$ cat config.mk
export PLATFORM = sky130hd
export DESIGN_NAME = gga_feet
export DESIGN_NICKNAME = d
export VERILOG_FILES = /design/src/gga_pkg.sv /design/src/gga_feet.sv
export SDC_FILE = /design/constraint.sdc
export NUM_CORES = 2
export LEC_CHECK = 0
export BUFFER_PORTS_ARGS = -buffer_cell sky130_fd_sc_hd__buf_2
export CORE_ASPECT_RATIO = 1.1
export CORE_MARGIN = 2
export CORE_UTILIZATION = 35
export CTS_CLUSTER_SIZE = 8
export DETAILED_ROUTE_END_ITERATION = 6
export MAX_ROUTING_LAYER = met4
export PLACE_DENSITY = 0.5
export SLEW_MARGIN = 20
export SYNTH_ARGS = -nofsm -noshare
export SYNTH_HDL_FRONTEND = slang
export SYNTH_SLANG_ARGS = --single-unit
$ cat constraint.sdc
create_clock -name i_clk -period 10.1 [get_ports i_clk]
set_clock_uncertainty 0.2 [all_clocks]
set_input_delay 1.515 -clock i_clk [delete_from_list [all_inputs] [get_ports i_clk]]
set_output_delay 1.515 -clock i_clk [all_outputs]
set_load 0.03 [all_outputs]
$ cat src/gga_pkg.sv
// ----------------------------------------------------------------------------
// gga_pkg: shared types and constants of the GGA sentence parser
// Character codes, record slot map, clamp ranges and feet scaling constants.
// ----------------------------------------------------------------------------
package gga_pkg;

    localparam logic [7:0] CH_DOLLAR = 8'h24;
    localparam logic [7:0] CH_STAR   = 8'h2A;
    localparam logic [7:0] CH_COMMA  = 8'h2C;
    localparam logic [7:0] CH_CR     = 8'h0D;
    localparam logic [7:0] CH_DOT    = 8'h2E;
    localparam logic [7:0] CH_MINUS  = 8'h2D;
    localparam logic [7:0] CH_ZERO   = 8'h30;
    localparam logic [7:0] CH_NINE   = 8'h39;
    localparam logic [7:0] CH_S      = 8'h53;
    localparam logic [7:0] CH_W      = 8'h57;
    localparam logic [7:0] CH_F      = 8'h46;

    localparam logic [7:0] HDR_TEXT [0:4] = '{8'h47, 8'h50, 8'h47, 8'h47, 8'h41};
    localparam logic [2:0] HDR_LEN = 3'd5;

    typedef enum logic [1:0] {
        ST_VALID   = 2'd0,
        ST_UNKNOWN = 2'd1,
        ST_CKSUM   = 2'd2
    } t_status;

    localparam int NSLOT  = 9;
    localparam int SLOT_W = 36;

    localparam logic [3:0] SL_TIME = 4'd0;
    localparam logic [3:0] SL_LAT  = 4'd1;
    localparam logic [3:0] SL_LON  = 4'd2;
    localparam logic [3:0] SL_QUAL = 4'd3;
    localparam logic [3:0] SL_HDOP = 4'd4;
    localparam logic [3:0] SL_ALT  = 4'd5;
    localparam logic [3:0] SL_GEO  = 4'd6;
    localparam logic [3:0] SL_AGE  = 4'd7;
    localparam logic [3:0] SL_STA  = 4'd8;
    localparam logic [3:0] NO_SLOT = 4'hF;

    // field number -> record slot
    localparam logic [3:0] SLOT_OF_FIELD [0:15] = '{
        NO_SLOT, SL_TIME, SL_LAT, NO_SLOT, SL_LON, NO_SLOT, SL_QUAL, NO_SLOT,
        SL_HDOP, SL_ALT, NO_SLOT, SL_GEO, NO_SLOT, SL_AGE, SL_STA, NO_SLOT};

    // unit and hemisphere fields
    localparam logic [3:0] FN_NS      = 4'd3;
    localparam logic [3:0] FN_EW      = 4'd5;
    localparam logic [3:0] FN_ALT_U   = 4'd10;
    localparam logic [3:0] FN_GEO_U   = 4'd12;
    localparam logic [3:0] FN_LAST    = 4'd15;

    localparam logic signed [63:0] SLOT_LO [0:8] = '{
        64'sd0, -64'sd90000000, -64'sd180000000, 64'sd0, 64'sd0,
        -64'sd34359738368, -64'sd34359738368, 64'sd0, 64'sd0};
    localparam logic signed [63:0] SLOT_HI [0:8] = '{
        64'sd2359599999, 64'sd90000000, 64'sd180000000, 64'sd4, 64'sd9999999,
        64'sd34359738367, 64'sd34359738367, 64'sd99999999, 64'sd1023};

    localparam logic [63:0] POW10 [0:6] = '{
        64'd1, 64'd10, 64'd100, 64'd1000, 64'd10000, 64'd100000, 64'd1000000};

    // feet scaling: floor((m * 328084 + 50000) / 100000), division by 100000
    // done as a shift by 5 and a reciprocal multiply for 3125
    localparam logic [63:0] FEET_NUM  = 64'd328084;
    localparam logic [63:0] FEET_DEN  = 64'd100000;
    localparam logic [63:0] FEET_HALF = 64'd50000;
    localparam logic [63:0] FEET_M1   = 64'd703687442;   // ceil(2^41 / 3125)
    localparam int          FEET_K1   = 41;
    localparam logic [63:0] FEET_M2   = 64'd1407374884;  // ceil(2^42 / 3125)
    localparam int          FEET_K2   = 42;

    typedef logic [SLOT_W-1:0] t_slot;
    typedef t_slot [NSLOT-1:0] t_rec;

    typedef struct packed {
        logic neg_lat;
        logic neg_lon;
        logic feet_alt;
        logic feet_geo;
    } t_units;

    typedef struct packed {
        logic       valid;
        logic       commit;
        logic [3:0] slot;
        logic [2:0] fd;
        logic       neg;
        logic       emit;
        t_status    status;
        logic       clear;
        t_units     units;
    } t_op;

    function automatic logic [3:0] hex_value(input logic [7:0] c);
        logic [3:0] v;
        v = 4'd0;
        if (c >= 8'h30 && c <= 8'h39) begin
            v = 4'(c - 8'h30);
        end else if (c >= 8'h41 && c <= 8'h46) begin
            v = 4'(c - 8'h37);
        end else if (c >= 8'h61 && c <= 8'h66) begin
            v = 4'(c - 8'h57);
        end
        return v;
    endfunction

endpackage

$ cat src/gga_feet.sv
// ----------------------------------------------------------------------------
// gga_feet: feet scaling lane
// Four register stages computing round(|v| * 3.28084) with sign restore and
// clamp; passes the value through when the unit is not feet.
// ----------------------------------------------------------------------------
module gga_feet (
    input  logic                              i_clk,
    input  logic                              i_en,
    input  logic signed [gga_pkg::SLOT_W-1:0] i_value,
    input  logic                              i_feet,
    output logic signed [gga_pkg::SLOT_W-1:0] o_value
);

    localparam logic [36:0] POS_MAX = 37'h0_7FFFFFFFF;
    localparam logic [36:0] NEG_MAX = 37'h0_800000000;

    logic [35:0] mag1;
    logic [63:0] q_prod;
    logic [33:0] rem_full;
    logic [63:0] u_prod;
    logic [36:0] res;

    // stage registers
    logic        r1_feet, r1_neg, r1_big;
    logic [33:0] r1_mag;
    logic [17:0] r1_q;
    logic [35:0] r1_orig;
    logic        r2_feet, r2_neg, r2_big;
    logic [16:0] r2_r;
    logic [17:0] r2_q;
    logic [35:0] r2_orig;
    logic        r3_feet, r3_neg, r3_big;
    logic [34:0] r3_t;
    logic [35:0] r3_qs;
    logic [35:0] r3_orig;
    logic        r4_feet, r4_neg, r4_big;
    logic [18:0] r4_u;
    logic [35:0] r4_qs;
    logic [35:0] r4_orig;

    assign mag1     = i_value[35] ? 36'(-i_value) : 36'(i_value);
    assign q_prod   = 64'(mag1[33:5]) * gga_pkg::FEET_M1;
    assign rem_full = r1_mag - 34'(r1_q) * 34'(gga_pkg::FEET_DEN);
    assign u_prod   = 64'(r3_t[34:5]) * gga_pkg::FEET_M2;

    always_ff @(posedge i_clk) begin
        if (i_en) begin
            r1_feet <= i_feet;
            r1_neg  <= i_value[35];
            r1_big  <= (mag1[35:34] != 2'b00);
            r1_mag  <= mag1[33:0];
            r1_q    <= 18'(q_prod >> gga_pkg::FEET_K1);
            r1_orig <= i_value;

            r2_feet <= r1_feet;
            r2_neg  <= r1_neg;
            r2_big  <= r1_big;
            r2_r    <= rem_full[16:0];
            r2_q    <= r1_q;
            r2_orig <= r1_orig;

            r3_feet <= r2_feet;
            r3_neg  <= r2_neg;
            r3_big  <= r2_big;
            r3_t    <= 35'(r2_r) * 35'(gga_pkg::FEET_NUM) + 35'(gga_pkg::FEET_HALF);
            r3_qs   <= 36'(r2_q) * 36'(gga_pkg::FEET_NUM);
            r3_orig <= r2_orig;

            r4_feet <= r3_feet;
            r4_neg  <= r3_neg;
            r4_big  <= r3_big;
            r4_u    <= 19'(u_prod >> gga_pkg::FEET_K2);
            r4_qs   <= r3_qs;
            r4_orig <= r3_orig;
        end
    end

    assign res = 37'(r4_qs) + 37'(r4_u);

    always_comb begin
        if (!r4_feet) begin
            o_value = r4_orig;
        end else if (r4_neg) begin
            if (r4_big || res > NEG_MAX)
                o_value = -36'sh800000000;
            else
                o_value = -$signed(res[35:0]);
        end else begin
            if (r4_big || res > POS_MAX)
                o_value = 36'sh7FFFFFFFF;
            else
                o_value = $signed(res[35:0]);
        end
    end

endmodule

== After elaboration in Yosys (flattened, before gate mapping) ==
Index checks and enable logic that the tools add are counted.

* Register bits after elaboration: 348
* Word-level logic and storage cells: 44
* Output and inout port bits: 36

* Reductions and logical operators: 3
* Multiply operators: 5
* Add/subtract/negate cells: 5
* Mux-type cells: 5
* Magnitude comparators: 2

{| class="wikitable"
|+ Operator list
! cell !! count
|-
| 36-bit two-way mux || 5
|-
| 36-bit negator || 2
|-
| 30-bit by 29-bit multiplier with 59-bit output, second input constant || 1
|-
| 29-bit by 29-bit multiplier with 58-bit output, second input constant || 1
|-
| 36-bit by 19-bit adder with 37-bit output || 1
|-
| 37-bit by 35-bit > comparator with 1-bit output, second input constant || 1
|-
| 37-bit by 36-bit > comparator with 1-bit output, second input constant || 1
|-
| 35-bit by 16-bit adder with 35-bit output, second input constant || 1
|-
| 18-bit by 17-bit multiplier with 34-bit output, second input constant || 1
|-
| 17-bit by 17-bit multiplier with 33-bit output, second input constant || 1
|-
| 18-bit by 12-bit multiplier with 12-bit output, second input constant || 1
|-
| 17-bit subtractor || 1
|-
| 1-bit logical OR || 2
|-
| 2-bit nonzero test || 1
|}

== Longest topological paths before layout ==
* Word-level depth: 6
* Gate-level depth with buffers: 35

== Least setup slack after synthesis ==
OpenSTA, ideal clock, no wires.

* Path kind: input-to-reg
* Start: input port i_value[6] (netlist name)
* End: register r1_q[11], data pin
* Stages on the path: 29
* Slack: -0.831 ns
* Arrival: 10.468 ns
* Data required time: 9.638 ns
* Path through: nor4_1 nand2b_1 or3_1 or3_1 or4_1 or3_1 or4_4 o21ai_1 xnor2_1 inv_1 fa_1 fa_1 inv_1 fa_1 fa_1 fa_1 fa_1 ha_1 ha_1 a21o_1 a21oi_1 o311ai_0 a31oi_1 a211oi_1 o31a_1 o21a_1 a221oi_1 o21bai_1 xor2_1

* Cells in the longest elaborated chain, start to end: 3

{| class="wikitable"
|+ RTL lines
! what !! line !! RTL
|-
| start, declared || gga_feet.sv:9 || <nowiki>input logic signed [gga_pkg::SLOT_W-1:0] i_value,</nowiki>
|-
| 36-bit negator || gga_feet.sv:41 || <nowiki>assign mag1 = i_value[35] ? 36'(-i_value) : 36'(i_value);</nowiki>
|-
| 36-bit two-way mux (*) || gga_feet.sv:41 ||
|-
| 29-bit by 29-bit multiplier with 58-bit output (*) || gga_feet.sv:42 || <nowiki>assign q_prod = 64'(mag1[33:5]) * gga_pkg::FEET_M1;</nowiki>
|-
| via q_prod[52] || gga_feet.sv:18 || <nowiki>logic [63:0] q_prod;</nowiki>
|-
| end signal, assigned || gga_feet.sv:52 || <nowiki>r1_q <= 18'(q_prod >> gga_pkg::FEET_K1);</nowiki>
|-
| end, declared || gga_feet.sv:26 || <nowiki>logic [17:0] r1_q;</nowiki>
|}

The timed path passes the listed nets; every way through them passes the cells marked *.
A chain may end at the register's enable or synchronous reset.

== Worst setup path in the final report ==
* Start: input port i_value[3] (netlist name)
* End: register r1_q[11], data pin

* Cells in the longest elaborated chain, start to end: 3

{| class="wikitable"
|+ RTL lines
! what !! line
|-
| 36-bit negator || gga_feet.sv:41
|-
| 36-bit two-way mux || gga_feet.sv:41
|-
| 29-bit by 29-bit multiplier with 58-bit output || gga_feet.sv:42
|-
| via q_prod[52] || gga_feet.sv:18
|}

The timed path passes the listed nets, and every way through them passes these cells.

==> qor.txt <==
Final Slew Violations: 0
Endpoint of the worst register-to-register path: r4_u[13]
Count of vias placed by the detailed router: 35,800
Clock-pin transition on the worst setup and hold timing paths: 0.05 ns
Gate count after technology mapping: 5,061
Clock tree from TritonCTS: built
Number of nets in the finished design: 7,403
Pre-CTS WS: -0.991 ns
H-Tree Level Count: 2
Final setup violating endpoints: 9
DRC violation count after routing: 0
Depth of the worst hold-timing path: 0
Wire length of the first global-routing pass: 219,000 um
Synth-to-Final Area Change: 13.4%
Hold Violations, Final: 0
Slew Limit Headroom: 0.273
Data arrival time at the worst-slack endpoint: 10.48 ns
Setup repair after global routing missed its margin: true
Placed Instances: 7,435
RD Place Congestion: 0.880
Part of the cycle the worst path needs: 1.02
First-pass iteration count of the detailed router: 6
Number of sinks on the clock net: 337
Antenna violations before repair: 6
Pin count of the biggest net entering global routing: 167
Fin Hold WS: 0.174 ns
Per-instance average area after synthesis: 10.7 um^2
Leading post-synthesis cells by cell area: sky130_fd_sc_hd__ha_1 (27%), sky130_fd_sc_hd__fa_1 (27%), sky130_fd_sc_hd__edfxtp_1 (19%), sky130_fd_sc_hd__inv_1 (9.4%), sky130_fd_sc_hd__xnor2_1 (2.5%)
Overall track demand over capacity in global routing: 0.187
Share of the synthesized area in the top cell type: 0.274
Library cell occupying the most area in the post-synthesis netlist: sky130_fd_sc_hd__ha_1
Max capacitance violation total: 0
Clock Tree Buf Depth: 3
Number of buffers added by the clock tree synthesis step: 49
Initial DRC Count: 2,026
Setup WS post-layout: -0.224 ns
Share of synthesized registers carrying an async set or reset: 0
Number of buffers added on ports: 74
Transition at the pin with the smallest max-transition slack: 1.09 ns
Remaining global-route overflow: 0
Die Area: 0.157 mm^2
Post-Synthesis Net Count: 7,009
Count of cell types in the netlist: 91
Number of flops mapped to enable cells by yosys: 337
Number of storage elements in the synthesis netlist: 337
Worst r2r path cells: 24
Path class of the lowest-slack min-delay path: flip-flop to flip-flop
Num rows: 151
Main flop type after synthesis: sky130_fd_sc_hd__edfxtp_1
Proportion of layout cells with a drive suffix above 1: 0.104
Kind of launch point of the worst setup path: input port
Run status: finished, violations left
Startpoint-to-endpoint class of the critical path: input port to flip-flop
Launch instance of the worst register-to-register path: r3_t[18]
Hold buffer count at CTS: 0
Placed wire-length estimate: 121,000 um
Starting utilization of the core area: 0.351
Source-to-sink clock delay at the later pin of the worst-skew pair: 0.61 ns
Mean number of vias per cell: 4.76
Count of pins on the block boundary: 75
Register-to-register path setup slack: 1.49 ns
Non-filler instance count after layout: 7,534
Clk root buf: sky130_fd_sc_hd__clkbuf_16
Vias in the first global route: 38,300
Achievable Freq: 0.0969 GHz
Slowest-stage cell, CP: sky130_fd_sc_hd__fa_2
Vert. Die Dim: 416 um
Number of synthesis warnings: 0
Maximum net fanout on the critical path: 4
Critical Path Sink Type: flip-flop
CP required: 10.25 ns
Start point of the worst hold path: r3_qs[32]
Post-synthesis instance area: 0.0540 mm^2
Core box area: 0.154 mm^2
Sequential element share of the synthesized area: 0.188
X dimension of the die: 378 um
Final routed wire length divided by cell count: 18.6 um
Failing checks: setup timing
Delay of the slowest critical-path stage: 0.61 ns
Antenna viol nets, final: 0
Fin crit period: 10.32 ns
Hold Crit Endpoint: r4_qs[32]
Total wirelength of the detailed-routed design: 140,000 um
what timing repair did:
action | CTS | global route
setup buffers | 23 | 13
pin swaps | 26 | 52
gates resized for setup | 30 | 58
hold endpoints to repair | 0 | 0
endpoints found under the setup margin | 10 | 17
sequential cells by signal (all words and copies together) (netlist names), 17 cells and up:
signal and cells:
r4_u 19, r3_qs 34, r4_qs 34, r2_orig 34, r1_q 18, r2_q 18
r4_orig 35, r3_orig 35, r2_r 17, r1_orig 34, r3_t 30, r1_mag 17
worst max path at each step:
| stage | from | end | slack, ns | cells past startpoint |
|---|---|---|---|---|
| 6_report | i_value[3] | r1_q[11] | -0.22 | 34 |
| 3_3_place_gp | i_value[6] | r1_q[11] | -0.92 | 33 |
| 2_1_floorplan | i_value[5] | r1_q[11] | -0.38 | 30 |
| 5_1_grt | i_value[7] | r1_q[14] | -0.44 | 34 |
| 4_1_cts | i_value[3] | r1_q[11] | -0.20 | 34 |
| 3_5_place_dp | i_value[6] | r1_q[11] | -0.99 | 33 |
layout by cell type, fill, tap and decap left out, types with 7 or more instances in the layout:
master and instances:
sky130_fd_sc_hd__a21boi_0 10, sky130_fd_sc_hd__ha_4 17, sky130_fd_sc_hd__o31ai_1 11, sky130_fd_sc_hd__buf_2 70, sky130_fd_sc_hd__nand2b_1 30, sky130_fd_sc_hd__o21ai_0 96
sky130_fd_sc_hd__and3_1 22, sky130_fd_sc_hd__a21o_1 94, sky130_fd_sc_hd__ha_1 1163, sky130_fd_sc_hd__or3_1 9, sky130_fd_sc_hd__a21oi_1 176, sky130_fd_sc_hd__and4_1 11
sky130_fd_sc_hd__nor2_1 114, sky130_fd_sc_hd__buf_4 303, sky130_fd_sc_hd__o31a_1 14, sky130_fd_sc_hd__xor2_1 69, sky130_fd_sc_hd__o21bai_1 14, sky130_fd_sc_hd__edfxtp_1 337
sky130_fd_sc_hd__o21a_1 28, sky130_fd_sc_hd__or2_2 11, sky130_fd_sc_hd__a21oi_2 8, sky130_fd_sc_hd__nand3b_1 8, sky130_fd_sc_hd__fa_1 722, sky130_fd_sc_hd__nand4_1 28
sky130_fd_sc_hd__clkbuf_16 49, sky130_fd_sc_hd__nand2_1 97, sky130_fd_sc_hd__nor3_1 40, sky130_fd_sc_hd__nand3_1 64, sky130_fd_sc_hd__o211ai_1 30, sky130_fd_sc_hd__and2_1 17
sky130_fd_sc_hd__o221ai_1 23, sky130_fd_sc_hd__xnor2_1 147, sky130_fd_sc_hd__nor4_1 13, sky130_fd_sc_hd__inv_1 1348, sky130_fd_sc_hd__o21ai_1 10, sky130_fd_sc_hd__a211oi_1 27
sky130_fd_sc_hd__nor2b_1 22, sky130_fd_sc_hd__buf_6 9, sky130_fd_sc_hd__a211o_1 7, sky130_fd_sc_hd__a31oi_1 14
synthesized netlist by cell type (22+ instances only):
cell type,count
sky130_fd_sc_hd__nor3_1,43
sky130_fd_sc_hd__nor2b_1,22
sky130_fd_sc_hd__a211oi_1,29
sky130_fd_sc_hd__nand2b_1,30
sky130_fd_sc_hd__and3_1,23
sky130_fd_sc_hd__clkbuf_1,34
sky130_fd_sc_hd__o211ai_1,30
sky130_fd_sc_hd__xor2_1,70
sky130_fd_sc_hd__nor2_1,117
sky130_fd_sc_hd__o221ai_1,23
sky130_fd_sc_hd__ha_1,1181
sky130_fd_sc_hd__nand2_1,100
sky130_fd_sc_hd__o21a_1,29
sky130_fd_sc_hd__nand4_1,28
sky130_fd_sc_hd__xnor2_1,156
sky130_fd_sc_hd__nand3_1,64
sky130_fd_sc_hd__edfxtp_1,337
sky130_fd_sc_hd__o21ai_0,101
sky130_fd_sc_hd__a21o_1,94
sky130_fd_sc_hd__a21oi_1,183
sky130_fd_sc_hd__fa_1,728
sky130_fd_sc_hd__inv_1,1355
critical path, delay by kind of cell:
family          cells  cell delay [ns]
compound gates     10             1.86
xor+xnor            2             0.37
fa+ha+maj           8             3.43
buf+inv             6             0.68
simple gates        8             2.59
final cells by class:
type / instances / area [um^2]
clock buffers: 53 / 1240
well taps: 2065 / 2580
multi-input cells: 3323 / 39200
clock inverters: 7 / 98.8
fillers: 15200 / 92400
repair buffers: 388 / 2840
inverters: 1356 / 5090
diodes: 5 / 12.5
flip-flops and latches: 337 / 10100
cells by family (layout without fill, tap and decap cells):
kind of cell | after synthesis | after routing | share of synthesized area
AO/OA/AOI/OAI | 641 | 641 | 0.0792
flip-flops | 337 | 337 | 0.188
other | 0 | 5 | 0
adder cells (fa/ha/maj) | 1909 | 1909 | 0.544
XOR/XNOR | 227 | 227 | 0.0370
buffers and inverters | 1401 | 1804 | 0.0982
multiplexers | 2 | 2 | 0.000371
AND/OR/NAND/NOR | 544 | 544 | 0.0539
routing by layer:
layer / wire [um] / global-route usage / up-vias
li1: - / - / 17400
met1: 62900 / 0.243 / 17800
met2: 69300 / 0.313 / 486
met3: 4250 / 0.0173 / 147
met4: 3620 / 0.0476 / 0
met5: 0 / - / -
stage by stage:
stage,util,cell area [um^2],setup TNS (ns)
finish,0.398,61200,-1.40
global route,0.398,61200,-3.90
floorplan,-,54200,-1.99
global placement,0.385,59100,-11.29
CTS,0.396,60700,-0.931
detailed placement,0.385,59100,-12.18
Power is not shown: default switching activity piles up to over one toggle a cycle in this logic, so the estimate is an artifact.
