## src/gga_pkg.sv

```systemverilog
// ----------------------------------------------------------------------------
// gga_pkg: shared types and constants of the GGA sentence parser
// Character codes, record slot map, clamp ranges and feet scaling constants.
// ----------------------------------------------------------------------------
package gga_pkg;

    localparam logic [7:0] CH_DOLLAR = 8'h24;
    localparam logic [7:0] CH_STAR   = 8'h2A;
    localparam logic [7:0] CH_COMMA  = 8'h2C;
    localparam logic [7:0] CH_CR     = 8'h0D;
    localparam logic [7:0] CH_DOT    = 8'h2E;
    localparam logic [7:0] CH_MINUS  = 8'h2D;
    localparam logic [7:0] CH_ZERO   = 8'h30;
    localparam logic [7:0] CH_NINE   = 8'h39;
    localparam logic [7:0] CH_S      = 8'h53;
    localparam logic [7:0] CH_W      = 8'h57;
    localparam logic [7:0] CH_F      = 8'h46;

    localparam logic [7:0] HDR_TEXT [0:4] = '{8'h47, 8'h50, 8'h47, 8'h47, 8'h41};
    localparam logic [2:0] HDR_LEN = 3'd5;

    typedef enum logic [1:0] {
        ST_VALID   = 2'd0,
        ST_UNKNOWN = 2'd1,
        ST_CKSUM   = 2'd2
    } t_status;

    localparam int NSLOT  = 9;
    localparam int SLOT_W = 36;

    localparam logic [3:0] SL_TIME = 4'd0;
    localparam logic [3:0] SL_LAT  = 4'd1;
    localparam logic [3:0] SL_LON  = 4'd2;
    localparam logic [3:0] SL_QUAL = 4'd3;
    localparam logic [3:0] SL_HDOP = 4'd4;
    localparam logic [3:0] SL_ALT  = 4'd5;
    localparam logic [3:0] SL_GEO  = 4'd6;
    localparam logic [3:0] SL_AGE  = 4'd7;
    localparam logic [3:0] SL_STA  = 4'd8;
    localparam logic [3:0] NO_SLOT = 4'hF;

    // field number -> record slot
    localparam logic [3:0] SLOT_OF_FIELD [0:15] = '{
        NO_SLOT, SL_TIME, SL_LAT, NO_SLOT, SL_LON, NO_SLOT, SL_QUAL, NO_SLOT,
        SL_HDOP, SL_ALT, NO_SLOT, SL_GEO, NO_SLOT, SL_AGE, SL_STA, NO_SLOT};

    // unit and hemisphere fields
    localparam logic [3:0] FN_NS      = 4'd3;
    localparam logic [3:0] FN_EW      = 4'd5;
    localparam logic [3:0] FN_ALT_U   = 4'd10;
    localparam logic [3:0] FN_GEO_U   = 4'd12;
    localparam logic [3:0] FN_LAST    = 4'd15;

    localparam logic signed [63:0] SLOT_LO [0:8] = '{
        64'sd0, -64'sd90000000, -64'sd180000000, 64'sd0, 64'sd0,
        -64'sd34359738368, -64'sd34359738368, 64'sd0, 64'sd0};
    localparam logic signed [63:0] SLOT_HI [0:8] = '{
        64'sd2359599999, 64'sd90000000, 64'sd180000000, 64'sd4, 64'sd9999999,
        64'sd34359738367, 64'sd34359738367, 64'sd99999999, 64'sd1023};

    localparam logic [63:0] POW10 [0:6] = '{
        64'd1, 64'd10, 64'd100, 64'd1000, 64'd10000, 64'd100000, 64'd1000000};

    // feet scaling: floor((m * 328084 + 50000) / 100000), division by 100000
    // done as a shift by 5 and a reciprocal multiply for 3125
    localparam logic [63:0] FEET_NUM  = 64'd328084;
    localparam logic [63:0] FEET_DEN  = 64'd100000;
    localparam logic [63:0] FEET_HALF = 64'd50000;
    localparam logic [63:0] FEET_M1   = 64'd703687442;   // ceil(2^41 / 3125)
    localparam int          FEET_K1   = 41;
    localparam logic [63:0] FEET_M2   = 64'd1407374884;  // ceil(2^42 / 3125)
    localparam int          FEET_K2   = 42;

    typedef logic [SLOT_W-1:0] t_slot;
    typedef t_slot [NSLOT-1:0] t_rec;

    typedef struct packed {
        logic neg_lat;
        logic neg_lon;
        logic feet_alt;
        logic feet_geo;
    } t_units;

    typedef struct packed {
        logic       valid;
        logic       commit;
        logic [3:0] slot;
        logic [2:0] fd;
        logic       neg;
        logic       emit;
        t_status    status;
        logic       clear;
        t_units     units;
    } t_op;

    function automatic logic [3:0] hex_value(input logic [7:0] c);
        logic [3:0] v;
        v = 4'd0;
        if (c >= 8'h30 && c <= 8'h39) begin
            v = 4'(c - 8'h30);
        end else if (c >= 8'h41 && c <= 8'h46) begin
            v = 4'(c - 8'h37);
        end else if (c >= 8'h61 && c <= 8'h66) begin
            v = 4'(c - 8'h57);
        end
        return v;
    endfunction

endpackage

```

## src/gga_conv.sv

```systemverilog
// ----------------------------------------------------------------------------
// gga_conv: field conversion and record store
// Pads the fraction, applies sign, maps quality and station, clamps and
// writes the record; hands the record out on an emit operation.
// ----------------------------------------------------------------------------
module gga_conv #(
    parameter int VALUE_BITS      = 36,
    parameter int FRACTION_DIGITS = 4
) (
    input  logic                  i_clk,
    input  logic                  i_rst_n,
    input  gga_pkg::t_op          i_op,
    input  logic [VALUE_BITS-1:0] i_mag,
    output logic                  o_take,
    input  logic                  i_e_en,
    output logic                  o_emit_valid,
    output gga_pkg::t_rec         o_rec,
    output gga_pkg::t_status      o_status,
    output gga_pkg::t_units       o_units
);

    localparam logic [VALUE_BITS-1:0] MAX_MAG = {1'b0, {(VALUE_BITS-1){1'b1}}};
    localparam logic [63:0] SCALE   = gga_pkg::POW10[FRACTION_DIGITS];
    localparam logic [63:0] STA_LIM = SCALE * 64'd1024;
    localparam int          STA_K   = 30 + $clog2(SCALE);
    localparam logic [63:0] STA_M   = ((64'd1 << STA_K) + SCALE - 64'd1) / SCALE;

    logic                          r_p1_valid;
    gga_pkg::t_op                  r_p1_ctl;
    logic signed [VALUE_BITS-1:0]  r_p1_val;
    gga_pkg::t_rec                 r_rec;

    logic                          p1_go;
    logic [2:0]                    pad_k;
    logic [VALUE_BITS+19:0]        pad_prod;
    logic [VALUE_BITS-1:0]         pad_mag;
    logic signed [VALUE_BITS-1:0]  val;
    logic signed [63:0]            v64;
    logic signed [63:0]            conv;
    logic signed [63:0]            clamped;
    logic [63:0]                   sta_prod;
    gga_pkg::t_rec                 rec_next;

    // stage one: fraction padding and sign
    assign pad_k    = 3'(FRACTION_DIGITS) - i_op.fd;
    assign pad_prod = (VALUE_BITS+20)'(i_mag) * (VALUE_BITS+20)'(gga_pkg::POW10[pad_k][19:0]);
    assign pad_mag  = (pad_prod > (VALUE_BITS+20)'(MAX_MAG)) ? MAX_MAG
                                                             : pad_prod[VALUE_BITS-1:0];
    assign val      = i_op.neg ? -$signed(pad_mag) : $signed(pad_mag);

    assign p1_go  = r_p1_valid && (!r_p1_ctl.emit || i_e_en);
    assign o_take = !r_p1_valid || p1_go;

    always_ff @(posedge i_clk) begin
        if (!i_rst_n) begin
            r_p1_valid <= 1'b0;
        end else if (o_take) begin
            r_p1_valid <= i_op.valid;
        end
    end

    always_ff @(posedge i_clk) begin
        if (o_take) begin
            r_p1_ctl <= i_op;
            r_p1_val <= val;
        end
    end

    // stage two: slot specific mapping, clamp, record write
    assign v64      = 64'(r_p1_val);
    assign sta_prod = 64'(r_p1_val[29:0]) * STA_M;

    always_comb begin
        case (r_p1_ctl.slot)
            gga_pkg::SL_QUAL: begin
                if (v64 < $signed(SCALE) || v64 >= $signed(SCALE * 64'd5))
                    conv = 64'sd0;
                else if (v64 < $signed(SCALE * 64'd2))
                    conv = 64'sd1;
                else if (v64 < $signed(SCALE * 64'd3))
                    conv = 64'sd2;
                else if (v64 < $signed(SCALE * 64'd4))
                    conv = 64'sd3;
                else
                    conv = 64'sd4;
            end
            gga_pkg::SL_STA: begin
                if (v64 < 64'sd0)
                    conv = 64'sd0;
                else if (v64 >= $signed(STA_LIM))
                    conv = 64'sd1023;
                else
                    conv = $signed(64'(sta_prod >> STA_K));
            end
            default: conv = v64;
        endcase
    end

    always_comb begin
        clamped = conv;
        if (conv < gga_pkg::SLOT_LO[r_p1_ctl.slot])
            clamped = gga_pkg::SLOT_LO[r_p1_ctl.slot];
        else if (conv > gga_pkg::SLOT_HI[r_p1_ctl.slot])
            clamped = gga_pkg::SLOT_HI[r_p1_ctl.slot];
    end

    always_comb begin
        rec_next = r_rec;
        if (r_p1_ctl.commit) begin
            rec_next[r_p1_ctl.slot] = clamped[gga_pkg::SLOT_W-1:0];
        end
    end

    always_ff @(posedge i_clk) begin
        if (!i_rst_n) begin
            r_rec <= '0;
        end else if (p1_go) begin
            if (r_p1_ctl.clear || r_p1_ctl.emit)
                r_rec <= '0;
            else
                r_rec <= rec_next;
        end
    end

    assign o_emit_valid = r_p1_valid && r_p1_ctl.emit;
    assign o_rec        = rec_next;
    assign o_status     = r_p1_ctl.status;
    assign o_units      = r_p1_ctl.units;

endmodule

```

## config.mk

```make
export PLATFORM = sky130hd
export DESIGN_NAME = gga_conv
export DESIGN_NICKNAME = d
export VERILOG_FILES = /design/src/gga_pkg.sv /design/src/gga_conv.sv
export SDC_FILE = /design/constraint.sdc
export NUM_CORES = 2
export LEC_CHECK = 0
export BUFFER_PORTS_ARGS = -buffer_cell sky130_fd_sc_hd__buf_4
export CORE_MARGIN = 2
export CORE_UTILIZATION = 30
export CTS_CLUSTER_DIAMETER = 60
export DETAILED_ROUTE_END_ITERATION = 10
export PLACE_DENSITY = 0.48
export SYNTH_ARGS = -nofsm -noshare
export SYNTH_HDL_FRONTEND = slang
export SYNTH_SLANG_ARGS = --single-unit
```

## constraint.sdc

```tcl
create_clock -name i_clk -period 34.8 [get_ports i_clk]
set_input_delay 1.74 -clock i_clk [delete_from_list [all_inputs] [get_ports i_clk]]
set_output_delay 1.74 -clock i_clk [all_outputs]
set_load 0.01 [all_outputs]
```

== After elaboration in Yosys (flattened, before gate mapping) ==
Memory sizes are Yosys's and may differ from the RTL's.
Index checks and enable logic that the tools add are counted.

* Bits of input ports: 57
* Memories kept: 3
* Output and inout bits: 332
* Word-level logic and storage cells: 76
* Bits in registers: 374
* Bits in read-only memories: 2560

{| class="wikitable"
|+ Memory list
! memory !! words !! bits a word !! read ports !! clocked after Yosys merged registers in !! write ports !! RTL line !! text
|-
| (name not given) || 16 || 64 || 1 || 0 || 0 || gga_conv.sv:104 || <nowiki>clamped = gga_pkg::SLOT_HI[r_p1_ctl.slot];</nowiki>
|-
| (name not given) || 16 || 64 || 1 || 0 || 0 || gga_conv.sv:102 || <nowiki>clamped = gga_pkg::SLOT_LO[r_p1_ctl.slot];</nowiki>
|-
| (name not given) || 8 || 64 || 1 || 0 || 0 || gga_conv.sv:46 || <nowiki>assign pad_prod = (VALUE_BITS+20)'(i_mag) * (VALUE_BITS+20)'(gga_pkg::POW10[pad_k][19:0]);</nowiki>
|}

* Bitwise operators: 2
* Magnitude comparators: 14
* Add/sub/neg operators: 2
* Multiply operators: 2
* Reduce and logical (&&, ||, !) cells: 9
* Equality and inequality tests: 2
* Mux-type cells: 22

{| class="wikitable"
|+ Operator list
! operator !! count
|-
| 324-bit 2-to-1 mux || 2
|-
| 324-bit bitwise mux || 1
|-
| 64-bit 2-to-1 mux || 4
|-
| 36-bit 2-to-1 mux || 5
|-
| 36-bit demux with 4-bit select || 1
|-
| 64-bit case mux with 2 select lines || 1
|-
| 36-bit by 16-bit less-than comparator with 1-bit output (second input constant) || 2
|-
| 64-bit > comparator || 1
|-
| 64-bit less-than comparator || 1
|-
| 30-bit by 31-bit multiplier with 61-bit output (second input constant) || 1
|-
| 56-bit by 35-bit > comparator with 1-bit output (second input constant) || 1
|-
| 36-bit by 20-bit multiplier with 56-bit output || 1
|-
| 20-bit 2-to-1 mux || 2
|-
| 36-bit by 17-bit >= comparator with 1-bit output (second input constant) || 1
|-
| 36-bit by 25-bit >= comparator with 1-bit output (second input constant) || 1
|-
| 36-bit by 1-bit less-than comparator with 1-bit output (second input constant) || 1
|-
| 36-bit by 15-bit less-than comparator with 1-bit output (second input constant) || 1
|-
| 36-bit by 17-bit less-than comparator with 1-bit output (second input constant) || 1
|-
| 36-bit negator || 1
|-
| 17-bit 2-to-1 mux || 2
|-
| 3-bit 2-to-1 mux || 4
|-
| 5-bit >= comparator (second input constant) || 1
|-
| 4-bit by 5-bit less-than comparator with 1-bit output (second input constant) || 1
|-
| 4-bit NOT with 5-bit output || 1
|-
| 9 further kinds || 15
|}

== Longest topological paths before layout ==
* Depth after elaboration: 12
* Mapped depth: 47
* Depth with buffers taken out: 42

== Worst setup path before layout ==
Ideal clock, no wire load.

* Kind: input to register
* Start: in i_op[9] in the netlist's numbering
* End: reg r_p1_val[30], data pin
* Slack: 22.407 ns
* Data required time: 34.532 ns
* Path buffers: 7
* Library setup time: 0.268 ns
* Cell stages on the path: 46
* Arrival: 12.125 ns
* Cell sequence: inv_1 ha_1 inv_1 ha_1 clkbuf_1 clkbuf_1 or2_2 clkbuf_1 clkbuf_1 nand3_1 fa_1 inv_1 fa_1 fa_1 inv_1 fa_1 fa_1 inv_1 [10 not listed] a2111oi_0 nand4b_1 o2111ai_1 nor4_2 nand3_1 buf_2 buf_2 nor2_1 ha_1 nand3b_1 nand2b_1 nor4_1 and4bb_2 nand3_1 nor2_2 nor4b_1 mux2i_1 o22ai_1

* Longest elaborated chain between the ends: 10

{| class="wikitable"
|+ Ends and longest elaborated chain
! what !! RTL line !! text
|-
| from (decl) || gga_conv.sv:12 || <nowiki>input gga_pkg::t_op i_op,</nowiki>
|-
| 3-bit subtractor (*) || gga_conv.sv:45 || <nowiki>assign pad_k = 3'(FRACTION_DIGITS) - i_op.fd;</nowiki>
|-
| 3-bit NOT with 4-bit output (implied by the code) (*) || gga_conv.sv:46 ||
|-
| memory 8 x 64 bit (*) || -- ||
|-
| 20-bit 2-to-1 mux (implied by the code) (*) (2 in series) || gga_conv.sv:46 ||
|-
| 36-bit by 20-bit multiplier with 56-bit output (*) || gga_conv.sv:46 ||
|-
| 56-bit by 35-bit > comparator with 1-bit output || gga_conv.sv:47 || <nowiki>assign pad_mag = (pad_prod > (VALUE_BITS+20)'(MAX_MAG)) ? MAX_MAG</nowiki>
|-
| 36-bit 2-to-1 mux (*) || gga_conv.sv:47 ||
|-
| 36-bit negator || gga_conv.sv:49 || <nowiki>assign val = i_op.neg ? -$signed(pad_mag) : $signed(pad_mag);</nowiki>
|-
| 36-bit 2-to-1 mux (*) || gga_conv.sv:49 ||
|-
| via val[30] || gga_conv.sv:37 || <nowiki>logic signed [VALUE_BITS-1:0] val;</nowiki>
|-
| to (signal assigned) || gga_conv.sv:65 || <nowiki>r_p1_val <= val;</nowiki>
|-
| to (decl) || gga_conv.sv:30 || <nowiki>logic signed [VALUE_BITS-1:0] r_p1_val;</nowiki>
|}

Mark *: on every way through the listed nets, which the timed path passes. The rest lies on a longest branch. The select of a mux whose other input is x is not followed.
A chain may end at the register's enable or synchronous reset.

==> impl_metrics.csv <==
group,metric,value,unit
global_routing,grt_max_degree,73,
synth,seq_area_frac_synth,13.8,%
die,chipWidth,442,microns
synth,synth_top_cell_by_area,"fa_1",
detailed_routing,vias_per_cell,5.20,
timing,timing.fmax,66.4,MHz
timing,slew_viol_final,0,
detailed_routing,remaining_drc_errors,0,
critical_path,cp.arrival,13.32,ns
synth,synth_top_area_share,32.6,%
synth,netlist_top_cells_count,"inv_1 (1,138), fa_1 (939), nand2_1 (899)",
critical_path,path_class,"flop to primary output",
die,io_pins,389,
cts,clk_pin_slew_worst_paths,0.06,ns
detailed_routing,vias,48800,
cells_and_area,area_growth,12.3,%
placed_design,gp_congestion,0.991,
die,core,191000,sq um
cts,cts.hold.buffers_added,0,
cts,htreeDepth,2,
synth,synthesis.nets,8261,
critical_path,startpoint_type,"flop",
cts,clock_path_buffers,3,
critical_path,critical_path.most_common_cell,"fa_1",
die,dieArea,196000,sq um
timing,min_period_over_period,43.3,%
global_routing,antenna_found_initial,5,
cts,clock_latency,0.61,ns
critical_path,cp_top_family,"adder cells",
synth,synthArstFlopShare,0,%
cells_and_area,instances_no_fill,9371,
global_routing,grt_pass1_vias,50100,
synth,synth_area_leaders,"fa_1 (33%), ha_1 (14%), dfxtp_1 (11%), inv_1 (7.4%), nand2_1 (5.9%)",
die,num_rows,160,
cts,cts_setup_buffers,0,
synth,synth_cells,6627,
timing,period_needed,15.06,ns
synth,yosys_register_bits,374,
cts,cts-root-buf,"clkbuf_16",
placed_design,io_buffers,388,
cts,tritoncts,"done",
die,start_util,30.3,%
critical_path,crit_path_end_kind,"primary output",
detailed_routing,wl_per_cell,24.2,microns
placed_design,dp.cells,9292,
critical_path,slowest_stage,"o21ai_1",
synth,synth_warnings,0,
detailed_routing,ant_nets,0,
global_routing,grt_pass1_wl,336,mm
synth,avgSynthCellArea,8.70,sq um
cells_and_area,nets,8459,
detailed_routing,wl,226,mm
critical_path,required,33.06,ns
timing,tightestPinTransition,1.39,ns
detailed_routing,drt_pre_antenna_iters,5,
timing,fin_skew,0.0245,ns
critical_path,critPathBufInv,8,
critical_path,crit_fanout,24,
timing,rsz0062_at_grt,"false",
global_routing,grt_overflow_total,0,
synth,synth_edf_count,49,
placed_design,place_hpwl,184,mm
timing,finalSetupTns,0,ns
run_status,status,"finished clean",
hold_path,hp-class,"flop to flop",
timing,setup_violations,0,
synth,synth_most_common_cell,"inv_1",
cts,ctsResizeCount,0,
cells_and_area,layout-drive-gt1-share,9.31,%
cts,cts_buffers,42,
timing,max_slew_margin,6.73,%
timing,hold_viol_final,0,
synth,netlist_area,57700,sq um
global_routing,track_usage,22.7,%
synth,yosys.cell_types.count,101,
critical_path,worst_path_largest_cell_delay,1.16,ns
die,die_y,442,microns
detailed_routing,drt_iter0_drc,3897,
cts,cts.sinks,374,
timing,holdWs,0.447,ns
job,drv_cap,0,
synth,dominantRegCellSynth,"dfxtp_1",
-- per-stage QoR --
| stage | cell area (sq um) | setup WS (ns) | utilization, % |
|---|---|---|---|
| floorplan | 57700 | 22.41 | - |
| global placement | 63300 | 19.69 | 33.2 |
| detailed placement | 63300 | 19.62 | 33.2 |
| CTS | 64700 | 19.78 | 34.0 |
| global route | 64700 | 19.29 | 34.0 |
| finish | 64700 | 19.74 | 34.0 |
-- per-layer routing --
metal  vias to the layer above  track usage (%)  share of wire [%]
met5                         -                0              0.015
li1                      21900                -                  -
met3                       319             2.60                5.7
met4                         4             8.10                4.0
met2                      1686             37.8                 47
met1                     24900             30.3                 43
-- cell usage in the layout, fill, tap and decap left out, types with 27 or more instances in the layout --
| cell | netlist | final |
|---|---|---|
| a21o_1 | 108 | 107 |
| a21oi_1 | 180 | 176 |
| a2bb2oi_1 | 47 | 47 |
| and2_1 | 198 | 196 |
| and3_1 | 90 | 90 |
| buf_4 | 8 | 476 |
| clkbuf_16 | 0 | 43 |
| dfxtp_1 | 325 | 325 |
| edfxtp_1 | 49 | 49 |
| fa_1 | 939 | 939 |
| ha_1 | 638 | 637 |
| inv_1 | 1138 | 1138 |
| nand2_1 | 899 | 895 |
| nand2b_1 | 33 | 32 |
| nand3_1 | 189 | 184 |
| nand4_1 | 42 | 42 |
| nor2_1 | 243 | 240 |
| nor2b_1 | 31 | 28 |
| nor3_1 | 41 | 41 |
| o21a_1 | 27 | 27 |
| o21ai_0 | 552 | 542 |
| o22ai_1 | 38 | 38 |
| o31ai_1 | 29 | 28 |
| xnor2_1 | 35 | 35 |
-- sequential cells by signal (all words and copies together) (netlist names) --
register    flops
r_rec         324
r_p1_val       36
r_p1_ctl        7
o_units         4
o_status        2
r_p1_valid      1
-- area by class of cell --
cell class                      count  area, sq um
Antenna cell                        6         15.0
Clock buffer                       54         1180
Clock inverter                     19          267
Fill cell                       20100       126000
Inverter                         1139         4280
Multi-Input combinational cell   4792        44300
Sequential cell                   374         7980
Tap cell                         2511         3140
Timing Repair Buffer              476         3570
-- cell families (layout without fill, tap and decap cells) --
| kind of cell | count (synthesis) | after routing | synth area share, % |
|---|---|---|---|
| muxes | 27 | 27 | 0.488 |
| adders and majority gates | 1577 | 1577 | 46.5 |
| and+or+nand+nor | 1877 | 1877 | 15.2 |
| buffers and inverters | 1461 | 1688 | 9.62 |
| other | 0 | 6 | 0 |
| AOI/OAI and AO/OA | 1260 | 1260 | 13.6 |
| xor gates and xnor gates | 51 | 51 | 0.775 |
| DFF | 374 | 374 | 13.8 |
-- path summary, 6_finish.rpt --
path                                 from                      end  slack (ns)  cells past startpoint
hold reg to reg   r_rec[316]$_SDFFE_PN0P_  r_rec[316]$_SDFFE_PN0P_        0.45                      1
setup reg to reg   r_p1_val[16]$_DFFE_PP_  r_rec[118]$_SDFFE_PN0P_       22.18                     37
setup / recovery   r_p1_val[16]$_DFFE_PP_                o_rec[84]       19.74                     38
hold / removal    r_rec[316]$_SDFFE_PN0P_  r_rec[316]$_SDFFE_PN0P_        0.45                      1
Power is not shown: default switching activity piles up to over one toggle a cycle in this logic, so the estimate is an artifact.
